**config.mk**
```make
export PLATFORM = sky130hd
export DESIGN_NAME = gic_seq
export DESIGN_NICKNAME = d
export VERILOG_FILES = /design/src/rtl/gic_pkg.sv /design/src/rtl/gic_seq.sv
export SDC_FILE = /design/constraint.sdc
export NUM_CORES = 1
export LEC_CHECK = 0
export BUFFER_PORTS_ARGS = -buffer_cell sky130_fd_sc_hd__buf_2
export CAP_MARGIN = 20
export CORE_MARGIN = 10
export CORE_UTILIZATION = 54
export DETAILED_ROUTE_END_ITERATION = 7
export GPL_TIMING_DRIVEN = 0
export MAX_ROUTING_LAYER = met4
export PLACE_DENSITY_LB_ADDON = 0.12
export SLEW_MARGIN = 15
export SYNTH_ARGS = -nofsm -noshare
export SYNTH_HDL_FRONTEND = slang
export SYNTH_SLANG_ARGS = --single-unit
export TNS_END_PERCENT = 100
```
**constraint.sdc**
```tcl
create_clock -name clk_i -period 4.5 [get_ports clk_i]
set_input_delay 0.675 -clock clk_i [delete_from_list [all_inputs] [get_ports clk_i]]
set_output_delay 0.675 -clock clk_i [all_outputs]
set_load 0.05 [all_outputs]
```
**src/rtl/gic_pkg.sv**
```systemverilog
// Package for the grid island counter: grid geometry, widths and sequencer states.
// No dependencies; used by every module of the block.
`default_nettype none
package gic_pkg;
  localparam int GridDim   = 256;
  localparam int CoordW    = 8;
  localparam int CellW     = 16;
  localparam int CellTotal = GridDim * GridDim;
  localparam int SizeW     = 17;
  localparam int CountW    = 17;
  localparam int ClearW    = CellW;

  typedef logic [CellW-1:0] cell_t;
  typedef logic [SizeW-1:0] size_t;

  // Memory port command from the sequencer to the store.
  typedef struct packed {
    logic  rd_en;
    cell_t rd_addr;
    logic  wr_en;
    cell_t wr_addr;
    cell_t wr_parent;
    size_t wr_size;
  } mem_cmd_t;

  typedef enum logic [3:0] {
    ST_CLEAR,
    ST_IDLE,
    ST_CHECK,
    ST_NBR,
    ST_NBR_RD,
    ST_FIND_A,
    ST_FIND_B,
    ST_JOIN,
    ST_DONE
  } seq_state_e;
endpackage
`default_nettype wire

```
**src/rtl/gic_seq.sv**
```systemverilog
// Sequencer: insert, neighbor scan, root walks and union by size.
// Depends on gic_pkg; drives the command port of gic_store.
`default_nettype none
module gic_seq
  import gic_pkg::*;
(
  input  wire logic                   clk_i,
  input  wire logic                   rst_ni,
  input  wire logic                   start_i,
  input  wire logic [CoordW-1:0]      row_i,
  input  wire logic [CoordW-1:0]      col_i,
  output logic                        busy_o,
  output logic                        done_o,
  output logic [CountW-1:0]           count_o,
  output logic                        flag_o,
  output mem_cmd_t                    cmd_o,
  input  wire logic [CellW+SizeW-1:0] rd_data_i
);
  seq_state_e state_q, state_d;
  logic [ClearW-1:0] clr_q, clr_d;
  logic [CountW-1:0] count_q, count_d;
  logic [CoordW-1:0] row_q, row_d, col_q, col_d;
  logic [1:0]        dir_q, dir_d;
  logic              flag_q, flag_d;
  cell_t             walk_q, walk_d, root_a_q, root_a_d;
  size_t             size_a_q, size_a_d;
  cell_t             nbr_cell;
  logic              nbr_ok;
  cell_t             home_cell;
  cell_t             rd_parent;
  size_t             rd_size;

  assign rd_parent = rd_data_i[CellW+SizeW-1:SizeW];
  assign rd_size   = rd_data_i[SizeW-1:0];
  assign home_cell = {row_q, col_q};

  // Neighbor of the current direction: up, right, down, left.
  always_comb begin
    nbr_ok   = 1'b1;
    nbr_cell = home_cell;
    case (dir_q)
      2'd0: begin
        nbr_ok = (row_q != '0);
        nbr_cell = {row_q - CoordW'(1), col_q};
      end
      2'd1: begin
        nbr_ok = (col_q != '1);
        nbr_cell = {row_q, col_q + CoordW'(1)};
      end
      2'd2: begin
        nbr_ok = (row_q != '1);
        nbr_cell = {row_q + CoordW'(1), col_q};
      end
      default: begin
        nbr_ok = (col_q != '0);
        nbr_cell = {row_q, col_q - CoordW'(1)};
      end
    endcase
  end

  // Control registers.
  always_ff @(posedge clk_i or negedge rst_ni) begin
    if (!rst_ni) begin
      state_q <= ST_CLEAR;
      clr_q   <= '0;
      count_q <= '0;
    end else begin
      state_q <= state_d;
      clr_q   <= clr_d;
      count_q <= count_d;
    end
  end

  // Payload registers.
  always_ff @(posedge clk_i) begin
    row_q    <= row_d;
    col_q    <= col_d;
    dir_q    <= dir_d;
    flag_q   <= flag_d;
    walk_q   <= walk_d;
    root_a_q <= root_a_d;
    size_a_q <= size_a_d;
  end

  // Next state and memory commands.
  always_comb begin
    state_d  = state_q;
    clr_d    = clr_q;
    count_d  = count_q;
    row_d    = row_q;
    col_d    = col_q;
    dir_d    = dir_q;
    flag_d   = flag_q;
    walk_d   = walk_q;
    root_a_d = root_a_q;
    size_a_d = size_a_q;
    cmd_o    = '0;
    busy_o   = 1'b1;
    done_o   = 1'b0;
    case (state_q)
      ST_CLEAR: begin
        cmd_o.wr_en   = 1'b1;
        cmd_o.wr_addr = clr_q[CellW-1:0];
        clr_d = clr_q + ClearW'(1);
        if (clr_q[CellW-1:0] == '1) state_d = ST_IDLE;
      end
      ST_IDLE: begin
        busy_o = 1'b0;
        if (start_i) begin
          row_d = row_i;
          col_d = col_i;
          cmd_o.rd_en   = 1'b1;
          cmd_o.rd_addr = {row_i, col_i};
          state_d = ST_CHECK;
        end
      end
      ST_CHECK: begin
        dir_d = 2'd0;
        if (rd_size != '0) begin
          flag_d  = 1'b1;
          state_d = ST_DONE;
        end else begin
          flag_d = 1'b0;
          cmd_o.wr_en     = 1'b1;
          cmd_o.wr_addr   = home_cell;
          cmd_o.wr_parent = home_cell;
          cmd_o.wr_size   = SizeW'(1);
          count_d = count_q + CountW'(1);
          state_d = ST_NBR;
        end
      end
      ST_NBR: begin
        if (nbr_ok) begin
          cmd_o.rd_en   = 1'b1;
          cmd_o.rd_addr = nbr_cell;
          state_d = ST_NBR_RD;
        end else if (dir_q == 2'd3) begin
          state_d = ST_DONE;
        end else begin
          dir_d = dir_q + 2'd1;
        end
      end
      ST_NBR_RD: begin
        if (rd_size != '0) begin
          walk_d = home_cell;
          cmd_o.rd_en   = 1'b1;
          cmd_o.rd_addr = home_cell;
          state_d = ST_FIND_A;
        end else if (dir_q == 2'd3) begin
          state_d = ST_DONE;
        end else begin
          dir_d = dir_q + 2'd1;
          state_d = ST_NBR;
        end
      end
      // Walk from the new cell to its root.
      ST_FIND_A: begin
        if (rd_parent == walk_q) begin
          root_a_d = walk_q;
          size_a_d = rd_size;
          walk_d = nbr_cell;
          cmd_o.rd_en   = 1'b1;
          cmd_o.rd_addr = nbr_cell;
          state_d = ST_FIND_B;
        end else begin
          walk_d = rd_parent;
          cmd_o.rd_en   = 1'b1;
          cmd_o.rd_addr = rd_parent;
        end
      end
      // Walk from the neighbor to its root, then join if the roots differ.
      ST_FIND_B: begin
        if (rd_parent == walk_q) begin
          if (walk_q != root_a_q) begin
            count_d = count_q - CountW'(1);
            cmd_o.wr_en = 1'b1;
            if (size_a_q > rd_size) begin
              cmd_o.wr_addr   = walk_q;
              cmd_o.wr_parent = root_a_q;
              cmd_o.wr_size   = rd_size;
              root_a_d = walk_q;
              walk_d   = root_a_q;
              size_a_d = size_a_q + rd_size;
            end else begin
              cmd_o.wr_addr   = root_a_q;
              cmd_o.wr_parent = walk_q;
              cmd_o.wr_size   = size_a_q;
              size_a_d = size_a_q + rd_size;
            end
            state_d = ST_JOIN;
          end else if (dir_q == 2'd3) begin
            state_d = ST_DONE;
          end else begin
            dir_d = dir_q + 2'd1;
            state_d = ST_NBR;
          end
        end else begin
          walk_d = rd_parent;
          cmd_o.rd_en   = 1'b1;
          cmd_o.rd_addr = rd_parent;
        end
      end
      // Grow the surviving root's size.
      ST_JOIN: begin
        cmd_o.wr_en     = 1'b1;
        cmd_o.wr_addr   = walk_q;
        cmd_o.wr_parent = walk_q;
        cmd_o.wr_size   = size_a_q;
        if (dir_q == 2'd3) begin
          state_d = ST_DONE;
        end else begin
          dir_d = dir_q + 2'd1;
          state_d = ST_NBR;
        end
      end
      ST_DONE: begin
        done_o  = 1'b1;
        state_d = ST_IDLE;
      end
      default: state_d = ST_IDLE;
    endcase
  end

  assign count_o = count_q;
  assign flag_o  = flag_q;

  // A beat is presented only from the result state.
  assert property (@(posedge clk_i) disable iff (!rst_ni) done_o |=> !done_o)
    else $error("result strobe held two cycles");
  // After the check state the count holds or rises by one.
  assert property (@(posedge clk_i) disable iff (!rst_ni)
    (state_q == ST_CHECK) |=> (count_q == $past(count_q)) ||
                             (count_q == $past(count_q) + CountW'(1)))
    else $error("bad count step on insert");
  // No write while waiting for a command.
  assert property (@(posedge clk_i) disable iff (!rst_ni)
    (state_q == ST_IDLE) |-> !cmd_o.wr_en)
    else $error("store written while idle");
endmodule
`default_nettype wire

```
==> results.md, run 1 <==
Timing:
- The final clock skew is 0.00814 ns.
- The time the worst path needs with I/O delays and setup is 4.35 ns.
- Setup repair after global routing left no endpoint under its margin.
- The count of endpoints failing hold in the final timing report is 0.
- For the final routed database, the setup TNS stands at 0 ns.
- The post-route fraction of the period consumed by the critical path is 0.966.
- The timing-limited maximum frequency is 0.230 GHz.
- The post-route worst hold slack is 0.462 ns.
- At the pin with the least slew margin, the transition time is 1.21 ns.
- The final-report setup violation count is 0.
- Measured against its own limit, the worst slew margin works out to 0.190.
- Setup slack closes at 0.152 ns.
- The max-slew violation count came to 0.

Detailed routing:
- Summing over every cut layer, the via total after detailed routing is 8,910.
- The number of nets with antenna violations after detailed routing is 0.
- In the routed layout, each cell is associated on average with a via count of 6.18.
- In the final routed layout, each cell accounts on average for 20.4 µm.
- The first TritonRoute pass finished after 7 iterations.
- After detailed routing, the number of remaining DRC violations is 0.
- The violation count after the first detailed-route iteration is 1,131.
- The final wirelength is 29,400 µm.

Synthesis:
- Yosys attributes the largest share of cell area to sky130_fd_sc_hd__edfxtp_1, sky130_fd_sc_hd__dfrtp_1, sky130_fd_sc_hd__ha_1.
- The number of synthesized register bits is 105.
- The number of nets handed over by synthesis was 1,183.
- The cell taking the most area after synthesis is sky130_fd_sc_hd__edfxtp_1.
- The mean instance size in the synthesized netlist is 8.57 µm².
- The synthesized netlist occupies a cell area of 0.00908 mm².
- The number of distinct library cell variants in the gate-level netlist after synthesis is 65.
- The fraction of registers with async set or reset after synthesis is 0.352.
- The count of flip-flops with a built-in enable after synthesis is 68.
- The share of the Yosys chip area taken by registers is 0.327.
- The Yosys step of the flow raised 0 warnings.
- In the synthesized netlist, the number of instances is 1,060.
- Of the post-synthesis cell area, the dominant cell type holds 0.225.
- The most used flip-flop cell after synthesis is sky130_fd_sc_hd__edfxtp_1.

GRT:
- The number of global-route vias before repair is 8,291.
- The overall global routing resource usage is 0.259.
- Entering global routing, the biggest net connects 38 pins.
- The overflow left after global routing is 0.
- The global-route wire length before repair is 45,100 µm.
- The number of antenna violations at the first check in global routing is 0.

Power and ir drop:
- Total power for the finished layout comes to 5.02 mW.
- Across the VDD grid, the largest voltage drop is 0.000417 V.
- The proportion of power drawn by the clock network is 0.151.
- Of the total power, the share spent switching nets is 0.499.
- The cell-internal power is 2.51 mW.
- Dividing total power by cell area gives a power density of 482 mW/mm².
- The net load switching power is 2.50 mW.
- The share of total power dissipated in combinational logic is 0.562.
- The part of the power in registers is 0.287.
- The static leakage is 4.67 nW.

Clock tree:
- Clock latency on the worst-skew pair, taken at its later pin, is 0.36 ns.
- The clock slew seen by the registers of the worst setup and hold paths is 0.07 ns.
- The cts-stage hold buffer count is 0.
- The TritonCTS clock tree is built.
- The H-tree depth is 3.
- The deepest clock path buffer count is 2.
- The root cell of the clock tree is sky130_fd_sc_hd__clkbuf_16.
- The total clock sinks is 105.
- The clock buffer count from CTS is 9.

Floorplan:
- The starting utilization of the core area is 0.550.
- From bottom edge to top edge, the die measures 150 µm.
- In this run the count of I/O pins placed on the die edge is 139.
- The die is 150 µm wide.
- The placeable core area is 0.0165 mm².
- The total number of placement rows is 47.
- The area enclosed by the die boundary is 0.0224 mm².

Run status:
- The flow ran to the end, and the final reports show no timing, DRC or antenna violations.

Setup path:
- For the worst flop-to-flop path, the logic depth is 14.
- STA classifies the critical path startpoint as a primary input.
- The category of the critical setup timing path is primary input to output pin.
- The kind of capture point of the worst setup path is an output pin.
- At the worst endpoint, the required time is 3.83 ns.
- The launch point of the worst reg-to-reg path is state_q[2].
- The worst register-to-register path ends at count_o[16].
- Data arrives at the worst endpoint at 3.67 ns.
- The maximum fanout along the worst path is 10.
- The register-to-register path setup slack is 0.48 ns.

Placed design:
- At the placement stage, the worst setup path has a slack of 0.191 ns.
- Detailed placement ended at an HPWL of 22,700 µm.
- The final weighted congestion of routability-driven global placement is 0.962.
- Buffers placed on the I/O ports in this run total 138.

Job:
- The tool flagged a number of max-cap violations equal to 0.

Finish:
- The core occupancy in the finished layout is 0.630.
- The final layout net count is 1,339.
- The diode insertion count for antenna repair is 0.
- Of the cells placed in the final design, the portion with a size suffix greater than 1 is 0.157.
- The synthesis-to-layout area growth is 14.6%.

Hold path:
- The path class of the tightest hold or removal check is primary input to asynchronous set/reset pin.
-- critical path, stage by stage --
cell	delay (ns)
sky130_fd_sc_hd__buf_2	0.15
sky130_fd_sc_hd__inv_1	0.06
sky130_fd_sc_hd__ha_1	0.41
sky130_fd_sc_hd__nand4_1	0.14
sky130_fd_sc_hd__or4_1	0.53
sky130_fd_sc_hd__a31oi_1	0.15
sky130_fd_sc_hd__or4_1	0.16
sky130_fd_sc_hd__nand2_1	0.15
sky130_fd_sc_hd__nor2_2	0.44
sky130_fd_sc_hd__buf_2	0.35
sky130_fd_sc_hd__a22o_1	0.19
sky130_fd_sc_hd__buf_2	0.26
-- layer usage --
layer / share of wire / up-vias / track usage
met2: 0.44 / 469 / 0.383
met4: 0.018 / 0 / 0.0588
li1: - / 4249 / -
met1: 0.44 / 4144 / 0.361
met3: 0.099 / 48 / 0.0480
met5: 0 / - / -
-- metrics by stage --
stage	cell area [µm²]	instances
3_3_place_gp	10000	1418
2_1_floorplan	9080	1060
5_1_grt	10400	1441
4_1_cts	10400	1437
3_5_place_dp	10100	1421
6_report	10400	1441
-- how the worst max path moves through the flow --
stage / from / to / slack [ns] / cells past startpoint
after detailed placement: rd_data_i[12] / cmd_o[4] / 0.19 / 12
after CTS: walk_q[13] / cmd_o[49] / 0.13 / 8
after global placement: rd_data_i[26] / size_a_q[9] / -0.1 / 7
final: rd_data_i[12] / cmd_o[4] / 0.15 / 12
after floorplan: dir_q[0] / cmd_o[57] / 0.50 / 9
after global routing: dir_q[0] / cmd_o[64] / 0.004 / 12
-- placed cells by master (no fill, tap or decap), types with 23 or more instances in the layout --
| master | count |
|---|---|
| sky130_fd_sc_hd__a22o_1 | 32 |
| sky130_fd_sc_hd__nor2_1 | 63 |
| sky130_fd_sc_hd__a21oi_1 | 66 |
| sky130_fd_sc_hd__edfxtp_1 | 68 |
| sky130_fd_sc_hd__nand3_1 | 83 |
| sky130_fd_sc_hd__o21ai_0 | 73 |
| sky130_fd_sc_hd__ha_1 | 67 |
| sky130_fd_sc_hd__dfrtp_1 | 37 |
| sky130_fd_sc_hd__nand2_1 | 117 |
| sky130_fd_sc_hd__inv_1 | 48 |
| sky130_fd_sc_hd__xnor2_1 | 48 |
| sky130_fd_sc_hd__clkbuf_1 | 41 |
| sky130_fd_sc_hd__xor2_1 | 35 |
| sky130_fd_sc_hd__buf_2 | 147 |
| sky130_fd_sc_hd__a31oi_1 | 23 |
-- synthesized netlist by cell type (23+ instances only) --
master / n
sky130_fd_sc_hd__a21oi_1: 68
sky130_fd_sc_hd__a22o_1: 32
sky130_fd_sc_hd__a31oi_1: 23
sky130_fd_sc_hd__clkbuf_1: 40
sky130_fd_sc_hd__dfrtp_1: 37
sky130_fd_sc_hd__edfxtp_1: 68
sky130_fd_sc_hd__ha_1: 67
sky130_fd_sc_hd__inv_1: 48
sky130_fd_sc_hd__nand2_1: 117
sky130_fd_sc_hd__nand3_1: 83
sky130_fd_sc_hd__nor2_1: 64
sky130_fd_sc_hd__o21ai_0: 73
sky130_fd_sc_hd__xnor2_1: 48
sky130_fd_sc_hd__xor2_1: 35
-- power by group through the flow --
stage	clock [mW]	combinational, mW	sequential, mW
after floorplan	0	2.08	1.38
after global placement	0	2.71	1.44
after detailed placement	0	2.77	1.45
after CTS	0.772	2.78	1.42
after global routing	0.804	3.05	1.45
final	0.759	2.82	1.44
-- flip-flops by register name (all words and copies together), names as in the netlist --
| signal | count |
|---|---|
| root_a_q | 16 |
| count_o | 17 |
| flag_o | 1 |
| row_q | 8 |
| walk_q | 16 |
| state_q | 4 |
| dir_q | 2 |
| col_q | 8 |
| clr_q | 16 |
| size_a_q | 17 |
-- layout make-up --
| class | instances | area [µm²] |
|---|---|---|
| Multi-Input combinational cell | 855 | 5750 |
| Clock buffer | 14 | 254 |
| Buffer | 52 | 224 |
| Tap cell | 220 | 275 |
| Timing Repair Buffer | 145 | 748 |
| Inverter | 48 | 180 |
| Clock inverter | 2 | 15.0 |
| Fill cell | 1499 | 6110 |
| Sequential cell | 105 | 2970 |
-- cells by family after synthesis --
group,count (synthesis),share of synthesized area
AND/OR/NAND/NOR,368,0.194
AO/OA/AOI/OAI,311,0.229
flip-flops,105,0.327
buffers and inverters,100,0.0441
XOR/XNOR,83,0.0800
adder cells (fa/ha/maj),71,0.101
multiplexers,22,0.0252
-- what timing repair did --
action / CTS / global route
pin swaps: 0 / 1
gates resized for setup: 1 / 4
setup endpoints to repair: 1 / 4
buffers inserted: 0 / 4
Power figures use the tool's default switching activity.
==> run 2, diff against run 1 <==
==> constraint.sdc (replaced) <==
create_clock -name clk_i -period 4.5 [get_ports clk_i]
set_input_delay 1.125 -clock clk_i [delete_from_list [all_inputs] [get_ports clk_i]]
set_output_delay 1.125 -clock clk_i [all_outputs]
set_load 0.05 [all_outputs]
==> run 2 against run 1 <==
The flow now finishes with violations (design-rule violations, negative setup slack). Sequential power hardly changed. Clock skew is 0.0035 ns higher. Count of clock-buffer cells in the layout is 4 lower. Die area unchanged. Via count grew 5.0%. Wire length grew 7.9%. Core utilization up 8.1 points. Largest power group unchanged. First-iteration DRC count is 4.8% lower. Global-route usage increased by 2.3 points. Design area increased by 13%. Cell count increased by 1.8%.
==> results.md, run 2 (synthesis results as in run 1) <==
Finish:
- The number of fill cells is 1,330.
- Of the cells placed in the final design, the portion with a size suffix greater than 1 is 0.274.
- Once layout is complete, the cells apart from fillers number 1,467.
- The most common cell after layout, fill and taps aside is sky130_fd_sc_hd__nand2_1.
- At the end of the flow the core is filled with cells to 0.711.
- The final layout net count is 1,364.
- In the layout the commonest cells are sky130_fd_sc_hd__nand2_1, sky130_fd_sc_hd__buf_2, sky130_fd_sc_hd__o21ai_0, sky130_fd_sc_hd__edfxtp_1, sky130_fd_sc_hd__nand3_1.
- Summing all multi-input logic gate instances after layout gives 0.00637 mm².
- The finished cells cover 0.0117 mm².
- The storage element area is 0.00297 mm².
- The synthesis-to-layout area growth is 29.3%.

Power and ir drop:
- The worst IR drop on VDD is 0.000540 V.
- For this design the static power due to leakage is 5.18 nW.
- The power per cell area is 455 mW/mm².

Timing:
- The final clock skew is 0.0116 ns.
- The smallest clock period supported by the final layout is computed as 4.53 ns.
- The post-route worst hold slack is 0.512 ns.
- The max-slew violation count was 0.
- The count of endpoints failing hold in the final timing report is 0.
- In the finished design, the share of the clock period the worst path needs comes to 1.01.
- After layout, the worst setup slack is -0.0317 ns.
- Setup repair after global routing could not meet its margin everywhere.
- Measured against its own limit, the worst slew margin works out to 0.368.
- Timing would allow up to 0.221 GHz.
- The final-report setup violation count is 19.
- The slew at the pin closest to its max-slew limit is 0.948 ns.

GRT:
- The overall global routing resource usage is 0.282.
- The number of antenna violations at the first check in global routing is 1.
- The number of global-route vias before repair came to 9,053.
- The first global-routing pass estimated 49,300 µm of wire.
- The pin count of the biggest net entering global routing is 38.
- The overflow left after global routing is 0.

Floorplan:
- The starting utilization of the core area is 0.550.
- The width of the die is 150 µm.
- The overall die height is 150 µm.
- The placeable core area is 0.0165 mm².
- Row generation in the floorplan step produced 47 rows.
- The number of top-level pins is 139.
- The area enclosed by the die boundary is 0.0224 mm².

Clock tree:
- After clock tree synthesis, the flow added hold-fix buffers numbering 0.
- The TritonCTS clock tree is built.
- In this run the number of H-tree levels came out at 3.
- The root cell of the clock tree is sky130_fd_sc_hd__clkbuf_16.
- The clock latency of the later-clocked register in the worst-skew pair is 0.37 ns.
- No sink is reached through more buffers than the 2 on the longest clock path.
- In this run, CTS created clock tree buffers numbering 9.
- Clock-pin slew was measured on the worst setup and hold paths at 0.07 ns.
- The total clock sinks is 105.

Detailed routing:
- The vias after detailed routing is 9,357.
- Dividing the detail-routed via count by the number of cells gives 6.38.
- The final wirelength is 31,700 µm.
- For this run, design rule violations remaining after detail routing come to 4.
- After detailed routing, the average wire length per cell comes to 21.6 µm.
- The first detailed-routing pass took 8 iterations.
- For this block, the initial DRC count from the detailed router was 1,077.
- Once detail routing completed, the nets flagged for antenna violations numbered 0.

Run status:
- The checks that failed: design-rule violations, negative setup slack.
- The flow ran to the end, but the final reports show violations.

Placed design:
- The HPWL after detailed placement is 23,200 µm.
- At the end of routability-driven placement, the weighted congestion stood at 0.981.
- Before CTS, the worst setup slack after placement is -0.849 ns.
- After detailed placement, the total cell area comes to 0.0103 mm².
- Input and output buffers added on the ports amount to 138.
- Once placement completed, the tool counted placed cells totaling 1,423.

Setup path:
- STA puts the critical path data arrival time at 3.41 ns.
- The largest incremental delay on the critical path is 0.53 ns.
- The register-to-register path setup slack is 0.32 ns.
- The category of the worst setup path launch point is a primary input.
- In this run the worst path has a maximum fanout of 7.
- The critical path goes through buf_12 -> inv_6 -> ha_4 -> nor2b_1 -> o2111ai_1 -> a31oi_1 -> or4_4 -> and2_4 -> o21ai_4 -> buf_12 -> buf_8 -> a22o_4 -> buf_8.
- The worst-path cell with the longest stage delay is sky130_fd_sc_hd__or4_4.
- For the worst setup path, the data required time is 3.38 ns.
- The kind of capture point of the worst setup path is an output pin.
- The setup path with the least slack is of type primary input to output pin.
- Among cell families on the critical path, the largest total delay comes from simple AND/OR/NAND/NOR gates.
- The worst path buffer plus inverter count is 5.

Hold path:
- The class of the tightest hold or removal check is flip-flop to flip-flop.

Job:
- The count of maximum capacitance violations is 0.
run 2: changes by cell type in the layout (fill, tap and decap cells not counted), sizes merged:
| cell | before | now |
|---|---|---|
| buf | 157 | 178 |
| bufinv | 0 | 1 |
| clkinvlp | 0 | 2 |
| diode | 0 | 1 |
| inv | 49 | 50 |
run 2: per-stage QoR:
stage / TNS (ns) / power [mW]
after floorplan: -0.0455 / 3.48
after global placement: -46.65 / 4.18
after detailed placement: -34.77 / 4.24
after CTS: -1.71 / 5.21
after global routing: -1.96 / 5.65
final: -0.281 / 5.35
run 2: final timing paths:
kind,start,end,depth (start not counted)
worst max-delay path,rd_data_i[1],cmd_o[13],13
worst min-delay path,count_o[13],count_o[13],1
worst max register to register,state_q[2],count_o[16],15
worst min register to register,count_o[13],count_o[13],1
max in group asynchronous,rst_ni,clr_q[11],1
min in group asynchronous,rst_ni,count_o[2],1
run 2: power by group:
part           internal [mW]  switching, mW  total, mW
logic                   1.04           2.02       3.07
registers               1.23          0.213       1.44
clock network          0.442          0.403      0.844
total                   2.71           2.64       5.35
run 2: timing repair:
action                     4_1_cts  5_1_grt
gates resized for setup        150      131
buffers inserted                22       12
pin swaps                       22       11
gates cloned                     1        0
setup endpoints to repair       66       67
run 2: worst register-to-register path: cells and delay by family, from the launching register on:
family | cells | cell delay (ns)
flip-flops | 1 | 0.48
adder cells (fa/ha/maj) | 1 | 0.35
XOR/XNOR | 1 | 0.19
buffers and inverters | 5 | 1.40
AO/OA/AOI/OAI | 4 | 0.83
AND/OR/NAND/NOR | 4 | 0.86
run 2: cell type report:
| type | instances | area share |
|---|---|---|
| multi-input combinational | 855 | 0.543 |
| antenna | 1 | 0.000213 |
| inverter | 48 | 0.0175 |
| clock inverter | 6 | 0.00650 |
| sequential | 105 | 0.253 |
| tap | 220 | 0.0234 |
| buffer | 45 | 0.0207 |
| timing repair buffer | 177 | 0.117 |
| clock buffer | 10 | 0.0195 |
run 2: metal layers:
| metal | GRT usage | wire length, µm | up-vias | share of wire |
|---|---|---|---|---|
| li1 | - | - | 4315 | - |
| met3 | 0.0489 | 3120 | 53 | 0.098 |
| met1 | 0.387 | 13600 | 4453 | 0.43 |
| met5 | - | 0 | - | 0 |
| met4 | 0.0646 | 594 | 0 | 0.019 |
| met2 | 0.428 | 14400 | 536 | 0.45 |
